[src/rtl/core/pn1d_pkg.sv]
// ----------------------------------------------------------------------------
// pn1d_pkg
// Lattice permutation and gradient decode shared by the 1-D gradient noise core.
// ----------------------------------------------------------------------------
package pn1d_pkg;

  typedef logic signed [4:0] grad_t;

  localparam logic [7:0] PERM_TABLE [0:255] = '{
    8'd63, 8'd9, 8'd212, 8'd205, 8'd31, 8'd128, 8'd72, 8'd59, 8'd137, 8'd203, 8'd195, 8'd170,
    8'd181, 8'd115, 8'd165, 8'd40, 8'd116, 8'd139, 8'd175, 8'd225, 8'd132, 8'd99, 8'd222, 8'd2,
    8'd41, 8'd15, 8'd197, 8'd93, 8'd169, 8'd90, 8'd228, 8'd43, 8'd221, 8'd38, 8'd206, 8'd204,
    8'd73, 8'd17, 8'd97, 8'd10, 8'd96, 8'd47, 8'd32, 8'd138, 8'd136, 8'd30, 8'd219, 8'd78,
    8'd224, 8'd13, 8'd193, 8'd88, 8'd134, 8'd211, 8'd7, 8'd112, 8'd176, 8'd19, 8'd106, 8'd83,
    8'd75, 8'd217, 8'd85, 8'd0, 8'd98, 8'd140, 8'd229, 8'd80, 8'd118, 8'd151, 8'd117, 8'd251,
    8'd103, 8'd242, 8'd81, 8'd238, 8'd172, 8'd82, 8'd110, 8'd4, 8'd227, 8'd77, 8'd243, 8'd46,
    8'd12, 8'd189, 8'd34, 8'd188, 8'd200, 8'd161, 8'd68, 8'd76, 8'd171, 8'd194, 8'd57, 8'd48,
    8'd247, 8'd233, 8'd51, 8'd105, 8'd5, 8'd23, 8'd42, 8'd50, 8'd216, 8'd45, 8'd239, 8'd148,
    8'd249, 8'd84, 8'd70, 8'd125, 8'd108, 8'd241, 8'd62, 8'd66, 8'd64, 8'd240, 8'd173, 8'd185,
    8'd250, 8'd49, 8'd6, 8'd37, 8'd26, 8'd21, 8'd244, 8'd60, 8'd223, 8'd255, 8'd16, 8'd145,
    8'd27, 8'd109, 8'd58, 8'd102, 8'd142, 8'd253, 8'd120, 8'd149, 8'd160, 8'd124, 8'd156, 8'd79,
    8'd186, 8'd135, 8'd127, 8'd14, 8'd121, 8'd22, 8'd65, 8'd54, 8'd153, 8'd91, 8'd213, 8'd174,
    8'd24, 8'd252, 8'd131, 8'd192, 8'd190, 8'd202, 8'd208, 8'd35, 8'd94, 8'd231, 8'd56, 8'd95,
    8'd183, 8'd163, 8'd111, 8'd147, 8'd25, 8'd67, 8'd36, 8'd92, 8'd236, 8'd71, 8'd166, 8'd1,
    8'd187, 8'd100, 8'd130, 8'd143, 8'd237, 8'd178, 8'd158, 8'd104, 8'd184, 8'd159, 8'd177, 8'd52,
    8'd214, 8'd230, 8'd119, 8'd87, 8'd114, 8'd201, 8'd179, 8'd198, 8'd3, 8'd248, 8'd182, 8'd39,
    8'd11, 8'd152, 8'd196, 8'd113, 8'd20, 8'd232, 8'd69, 8'd141, 8'd207, 8'd234, 8'd53, 8'd86,
    8'd180, 8'd226, 8'd74, 8'd150, 8'd218, 8'd29, 8'd133, 8'd8, 8'd44, 8'd123, 8'd28, 8'd146,
    8'd89, 8'd101, 8'd154, 8'd220, 8'd126, 8'd155, 8'd122, 8'd210, 8'd168, 8'd254, 8'd162, 8'd129,
    8'd33, 8'd18, 8'd209, 8'd61, 8'd191, 8'd199, 8'd157, 8'd245, 8'd55, 8'd164, 8'd167, 8'd215,
    8'd246, 8'd144, 8'd107, 8'd235
  };

  // gradient in eighths: h-8 for h below 8, h-7 otherwise
  function automatic grad_t slope(input logic [7:0] entry);
    logic signed [4:0] h;
    begin
      h = $signed({1'b0, entry[3:0]});
      if (entry[3]) begin
        slope = h - 5'sd7;
      end else begin
        slope = h - 5'sd8;
      end
    end
  endfunction

endpackage

[src/rtl/core/perlin_noise_1d_core.sv]
// ----------------------------------------------------------------------------
// perlin_noise_1d_core
// Pipelined 1-D gradient noise: signed fixed-point position in, saturated
// fixed-point noise out, one transfer per clock while out_ is not stalled.
// ----------------------------------------------------------------------------
//  channel | direction | payload                      | handshake
//  in_     | input     | in_position  (32b signed)    | in_valid / in_stall
//  out_    | output    | out_noise    (16b signed)    | out_valid / out_stall
//
//  One item enters per cycle while in_stall is low. It passes five work stages
//  plus the output register; the fade and blend need four chained multiplies.
//  Reset clears the stage valid bits only; the data path is not reset.
//  A stall on out_ fills empty stages first and reaches in_stall only when
//  every stage holds an item.
// ----------------------------------------------------------------------------
module perlin_noise_1d_core #(
  parameter int FRAC_BITS     = 16,
  parameter int OUT_FRAC_BITS = 15
) (
  input  logic               clk,
  input  logic               rst_n,
  input  logic               in_valid,
  output logic               in_stall,
  input  logic signed [31:0] in_position,
  output logic               out_valid,
  input  logic               out_stall,
  output logic signed [15:0] out_noise
);

  localparam int F   = FRAC_BITS;
  localparam int AW  = F + 5;
  localparam int DW  = F + 6;
  localparam int UW  = F + 1;
  localparam int PW  = DW + UW;
  localparam int LW  = F + 8;
  localparam int SQW = 2 * F;
  localparam int QW  = F + 4;
  localparam int QFW = 2 * F + 4;
  localparam int SH  = F + 2 - OUT_FRAC_BITS;
  localparam int NEG = (SH < 0) ? -SH : 0;
  localparam int RW  = LW + NEG;

  localparam logic signed [AW-1:0] ONE_S  = AW'(2 ** F);
  localparam logic [QFW-1:0]       TEN_SQ = QFW'(10) << (2 * F);
  localparam logic signed [RW-1:0] SAT_MAX = RW'(32767);
  localparam logic signed [RW-1:0] SAT_MIN = -RW'(32768);

  // stage enables and valids
  logic v1_r, v2_r, v3_r, v4_r, v5_r, out_valid_r;
  logic en1, en2, en3, en4, en5, en6;

  assign en6 = !out_valid_r || !out_stall;
  assign en5 = !v5_r || en6;
  assign en4 = !v4_r || en5;
  assign en3 = !v3_r || en4;
  assign en2 = !v2_r || en3;
  assign en1 = !v1_r || en2;
  assign in_stall  = !en1;
  assign out_valid = out_valid_r;

  always_ff @(posedge clk) begin
    if (!rst_n) begin
      v1_r        <= 1'b0;
      v2_r        <= 1'b0;
      v3_r        <= 1'b0;
      v4_r        <= 1'b0;
      v5_r        <= 1'b0;
      out_valid_r <= 1'b0;
    end else begin
      if (en1) v1_r <= in_valid;
      if (en2) v2_r <= v1_r;
      if (en3) v3_r <= v2_r;
      if (en4) v4_r <= v3_r;
      if (en5) v5_r <= v4_r;
      if (en6) out_valid_r <= v5_r;
    end
  end

  // stage 1: lattice lookup
  logic [7:0]          lattice_idx;
  logic [F-1:0]        t1_r,  t1_nxt;
  pn1d_pkg::grad_t     ga1_r, ga1_nxt;
  pn1d_pkg::grad_t     gb1_r, gb1_nxt;

  always_comb begin
    lattice_idx = in_position[F+7:F];
    t1_nxt      = in_position[F-1:0];
    ga1_nxt     = pn1d_pkg::slope(pn1d_pkg::PERM_TABLE[lattice_idx]);
    gb1_nxt     = pn1d_pkg::slope(pn1d_pkg::PERM_TABLE[lattice_idx + 8'd1]);
  end

  always_ff @(posedge clk) begin
    if (en1) begin
      t1_r  <= t1_nxt;
      ga1_r <= ga1_nxt;
      gb1_r <= gb1_nxt;
    end
  end

  // stage 2: t squared and the two gradient products
  logic [SQW-1:0]        sq2_r, sq2_nxt;
  logic [F-1:0]          t2_r;
  logic signed [AW-1:0]  a2_r, a2_nxt;
  logic signed [AW-1:0]  b2_r, b2_nxt;
  logic signed [AW-1:0]  ts1;

  always_comb begin
    ts1     = AW'($signed({1'b0, t1_r}));
    sq2_nxt = SQW'(t1_r) * SQW'(t1_r);
    a2_nxt  = AW'(ga1_r) * ts1;
    b2_nxt  = AW'(gb1_r) * (ts1 - ONE_S);
  end

  always_ff @(posedge clk) begin
    if (en2) begin
      sq2_r <= sq2_nxt;
      t2_r  <= t1_r;
      a2_r  <= a2_nxt;
      b2_r  <= b2_nxt;
    end
  end

  // stage 3: t cubed, fade polynomial factor, product difference
  logic [SQW-1:0]        prod3;
  logic [QFW-1:0]        sq_w, tf_w, qfull;
  logic [F-1:0]          t3_r, t3_nxt;
  logic [QW-1:0]         q3_r, q3_nxt;
  logic signed [DW-1:0]  d3_r, d3_nxt;
  logic signed [AW-1:0]  a3_r;

  always_comb begin
    prod3  = SQW'(sq2_r[SQW-1:F]) * SQW'(t2_r);
    t3_nxt = prod3[SQW-1:F];
    sq_w   = QFW'(sq2_r);
    tf_w   = QFW'(t2_r) << F;
    qfull  = (sq_w << 2) + (sq_w << 1) + TEN_SQ - ((tf_w << 4) - tf_w);
    q3_nxt = qfull[QFW-1:F];
    d3_nxt = DW'(b2_r) - DW'(a2_r);
  end

  always_ff @(posedge clk) begin
    if (en3) begin
      t3_r <= t3_nxt;
      q3_r <= q3_nxt;
      d3_r <= d3_nxt;
      a3_r <= a2_r;
    end
  end

  // stage 4: fade weight
  logic [QFW-1:0]        prod4;
  logic [UW-1:0]         u4_r, u4_nxt;
  logic signed [DW-1:0]  d4_r;
  logic signed [AW-1:0]  a4_r;

  always_comb begin
    prod4  = QFW'(t3_r) * QFW'(q3_r);
    u4_nxt = prod4[F+UW-1:F];
  end

  always_ff @(posedge clk) begin
    if (en4) begin
      u4_r <= u4_nxt;
      d4_r <= d3_r;
      a4_r <= a3_r;
    end
  end

  // stage 5: weighted difference
  logic signed [PW-1:0]  p5_r, p5_nxt;
  logic signed [AW-1:0]  a5_r;

  always_comb begin
    p5_nxt = PW'(d4_r) * PW'($signed({1'b0, u4_r}));
  end

  always_ff @(posedge clk) begin
    if (en5) begin
      p5_r <= p5_nxt;
      a5_r <= a4_r;
    end
  end

  // stage 6: blend, rescale, saturate
  logic signed [LW-1:0]  lv;
  logic signed [RW-1:0]  lv_ext;
  logic signed [RW-1:0]  r;
  logic signed [15:0]    noise_r, noise_nxt;

  assign lv     = LW'(a5_r) + LW'(p5_r >>> F);
  assign lv_ext = RW'(lv);

  generate
    if (SH > 0) begin : g_narrow
      localparam logic signed [RW-1:0] RND = RW'(2 ** (SH - 1));
      assign r = (lv_ext + RND) >>> SH;
    end else begin : g_widen
      assign r = lv_ext <<< NEG;
    end
  endgenerate

  always_comb begin
    if (r > SAT_MAX) begin
      noise_nxt = 16'sh7fff;
    end else if (r < SAT_MIN) begin
      noise_nxt = -16'sh8000;
    end else begin
      noise_nxt = r[15:0];
    end
  end

  always_ff @(posedge clk) begin
    if (en6) begin
      noise_r <= noise_nxt;
    end
  end

  assign out_noise = noise_r;

endmodule

[config.mk]
export PLATFORM = sky130hd
export DESIGN_NAME = perlin_noise_1d_core
export DESIGN_NICKNAME = d
export VERILOG_FILES = /design/src/rtl/core/pn1d_pkg.sv /design/src/rtl/core/perlin_noise_1d_core.sv
export SDC_FILE = /design/constraint.sdc
export NUM_CORES = 2
export LEC_CHECK = 0
export BUFFER_PORTS_ARGS = -buffer_cell sky130_fd_sc_hd__buf_2
export CORE_MARGIN = 1.5
export CORE_UTILIZATION = 60
export CTS_CLUSTER_DIAMETER = 60
export DETAILED_ROUTE_END_ITERATION = 12
export GPL_TIMING_DRIVEN = 0
export PLACE_DENSITY = 0.86
export SYNTH_ARGS = -nofsm -noshare
export SYNTH_HDL_FRONTEND = slang
export SYNTH_SLANG_ARGS = --single-unit
[constraint.sdc]
create_clock -name clk -period 13.4 [get_ports clk]
set_input_delay 2.68 -clock clk [delete_from_list [all_inputs] [get_ports clk]]
set_output_delay 2.68 -clock clk [all_outputs]
set_load 0.01 [all_outputs]
==> impl_metrics.py <==
metrics = {
    "timing": {
        "finClkSkew_ns": 0.0289,
        "fmax_mhz": 120,
        "worst_pin_slew_ns": 1.29,
        "relSlewSlack_pct": 13.5,
        "fin_setup_tns_ns": 0,
        "fin_crit_sh_pct": 62.2,
        "period_needed_ns": 8.34,
        "hold_viol_final": 0,
        "setup_viol": 0,
        "rsz0062_at_grt": "no",
        "slew_violations": 0,
    },
    "synth": {
        "synth_edf_count": 313,
        "synthesis.nets": 8178,
        "synthFlopType": "edfxtp_1",
        "yosysMostFrequentCell": "inv_1",
        "syn_area_um2": 60900,
        "avgSynthCellArea_um2": 9.48,
        "yosysTopAreaCellShare_pct": 36.0,
        "synth_area_leaders": "fa_1 36%, edfxtp_1 15%, ha_1 13%",
        "synth_seq_area_share_pct": 15.6,
        "ys_seq_elements": 319,
        "postSynthCellCount": 6422,
        "synth_common_cells": "1424 x inv_1, 1094 x fa_1, 777 x nand2_1",
        "yosys.cell_types.count": 89,
        "synthArstFlopShare_pct": 0,
        "synth_top_cell_by_area": "fa_1",
        "ys_warn_count": 0,
    },
    "die": {
        "fp.dieW_um": 322,
        "die_h_um": 322,
        "io_pins": 54,
        "die_area_um2": 103000,
        "core_area_um2": 100000,
        "initial_core_util_pct": 60.7,
        "num_rows": 116,
    },
    "clock_tree": {
        "cts_hold_buf": 0,
        "clk_latency_ns": 0.61,
        "cts.sinks": 319,
        "numCtsBuffers": 43,
        "htreeDepth": 2,
        "clk_pin_slew_worst_paths_ns": 0.06,
        "ctsLongestPathBuffers": 3,
        "postCtsSetupRepairBufs": 0,
        "cts_tree": "done",
        "cts-resized-gates": 0,
        "root_buffer": "clkbuf_16",
    },
    "critical_path": {
        "worstPathCellList": "clkbuf_1, nand2_1, fa_1, fa_1, fa_1, inv_1, fa_1, fa_1, inv_1, fa_1, inv_1, ha_1, a2111oi_0, o21ai_0, a21oi_1, o21ai_0, nand3_1, a21oi_1, a31oi_1, o221ai_1, a2111oi_0, nor3b_1",
        "worstPathRequired_ns": 13.72,
        "endpoint_kind": "register",
        "critPathLaunchType": "register",
        "crit_path_frequent_cell": "fa_1",
        "cp_max_fo": 10,
        "cp_slowest_stage_delay_ns": 0.74,
        "r2r-end": "t3_r[15]",
        "reg2reg_from": "sq2_r[27]",
        "rr_worst_depth": 22,
        "crit_type": "register to register",
        "cp_slowest_cell": "clkbuf_1",
        "arrival_ns": 8.65,
        "r2r_slack_ns": 5.06,
    },
    "grt": {
        "grt_max_degree": 79,
        "overflow": 0,
        "antenna_found_initial": 7,
        "grt_use_total_pct": 33.2,
        "grt_pass1_wl_um": 266000,
        "grt_pass1_vias": 50400,
    },
    "route": {
        "wl_per_cell_um": 20.9,
        "ant_nets": 0,
        "drcViolationCount": 0,
        "first_iter_violations": 4160,
        "dr.pass1.iters": 6,
        "wirelength_um": 166000,
        "vias": 46300,
        "viasPerCell": 5.86,
    },
    "flow_run": {
        "maxCapViolations": 0,
    },
    "cells_and_area": {
        "fillerInstances": 7751,
        "drive_gt1_share_pct": 2.96,
        "seq_area_um2": 9520,
        "layout.nets": 8269,
        "area_delta_synth_final_pct": 5.78,
        "multi_input_area_um2": 45000,
    },
    "hold_path": {
        "hp-start": "a4_r[15]",
        "min_path_cells": 0,
        "min_to": "a5_r[15]",
        "hold_path_class": "register to register",
    },
    "place": {
        "hpwlAfterDp_um": 133000,
        "port_buffers": 42,
        "finalWeightedCongestion": 0.999,
    },
    "outcome": {
        "outcome": "completed",
    },
}
-- state kept, by name, summed over array words and instances (netlist names), 5 cells and up --
signal / cells
u4_r: 17
d3_r: 22
t3_r: 16
sq2_r: 31
a4_r: 21
t2_r: 15
out_noise: 16
q3_r: 20
ga1_r: 5
d4_r: 22
a5_r: 21
b2_r: 21
a3_r: 21
a2_r: 21
t1_r: 16
gb1_r: 5
p5_r: 23
-- worst max-delay path, delay by kind of cell (launching register included) --
kind                     cells  cell delay, ns
AO/OA/AOI/OAI                8            2.58
adder cells (fa/ha/maj)      7            3.39
buffers and inverters        4            0.93
flip-flops                   1            0.66
AND/OR/NAND/NOR              3            0.48
-- how the worst max path moves through the flow --
stage	start	endpoint	slack [ns]	depth (start not counted)
2_1_floorplan	out_stall	in_stall	6.61	4
3_3_place_gp	in_position[18]	gb1_r[2]	4.95	17
3_5_place_dp	in_position[18]	gb1_r[2]	5.10	17
4_1_cts	sq2_r[27]	t3_r[15]	5.30	22
5_1_grt	sq2_r[27]	t3_r[15]	4.80	22
6_report	sq2_r[27]	t3_r[15]	5.06	22
-- cell type report --
type / count / area share, %
Multi-Input combinational cell: 4407 / 69.8
Tap cell: 1357 / 2.64
Antenna cell: 2 / 0.00777
Clock buffer: 44 / 1.68
Inverter: 1430 / 8.34
Timing Repair Buffer: 46 / 0.474
Sequential cell: 319 / 14.8
Buffer: 266 / 1.60
Clock inverter: 32 / 0.645
-- kinds of logic (layout without fill, tap and decap cells) --
kind of cell | count (synthesis) | count (layout) | share of synthesized area (%)
buffers and inverters | 1696 | 1818 | 10.5
and+or+nand+nor | 1777 | 1777 | 14.0
AOI/OAI and AO/OA | 695 | 695 | 7.61
xor gates and xnor gates | 197 | 197 | 2.86
muxes | 18 | 18 | 0.485
adders and majority gates | 1720 | 1720 | 48.8
other | 0 | 2 | 0
DFF | 319 | 319 | 15.6
-- metrics by stage --
step	worst slack, ns	instances	hold slack, ns	util (%)	instance area [µm²]
after floorplan	6.61	6422	0.400	-	60900
after global placement	4.95	7821	0.403	62.6	62800
after detailed placement	5.10	7825	0.405	62.7	62900
after CTS	5.30	7901	0.419	64.2	64400
after global routing	4.80	7901	0.421	64.2	64400
final	5.06	7903	0.416	64.2	64400
-- metal layers --
metal,wire [µm],track usage [%],part of all wire (%)
met2,77900,54.6,47
met5,69,0,0.042
met4,9650,17.0,5.8
met1,61400,41.4,37
met3,16500,7.17,10
-- placed cells by master (no fill, tap or decap), types with 9 or more instances in the layout --
cell          n
inv_1      1422
fa_1       1094
nand2_1     775
ha_1        626
and2_1      531
edfxtp_1    313
clkbuf_1    237
nor2_1      213
a21oi_1     188
xnor2_1     151
o21ai_0     128
nor3_1       55
a21o_1       55
buf_2        54
xor2_1       44
clkbuf_16    43
nand3_1      42
nand2b_1     40
o21a_1       36
a31oi_1      36
a211oi_1     36
nor2b_1      32
and3_1       24
o211ai_1     20
o31ai_1      18
buf_1        15
a21boi_0     14
or3_1        14
a311oi_1     13
or2_2        13
o22ai_1      13
a211o_1      12
nand4_1      11
a221oi_1     11
o311ai_0     10
o221ai_1     10
mux4_2        9
Power is not shown: default switching activity piles up to over one toggle a cycle in this logic, so the estimate is an artifact.
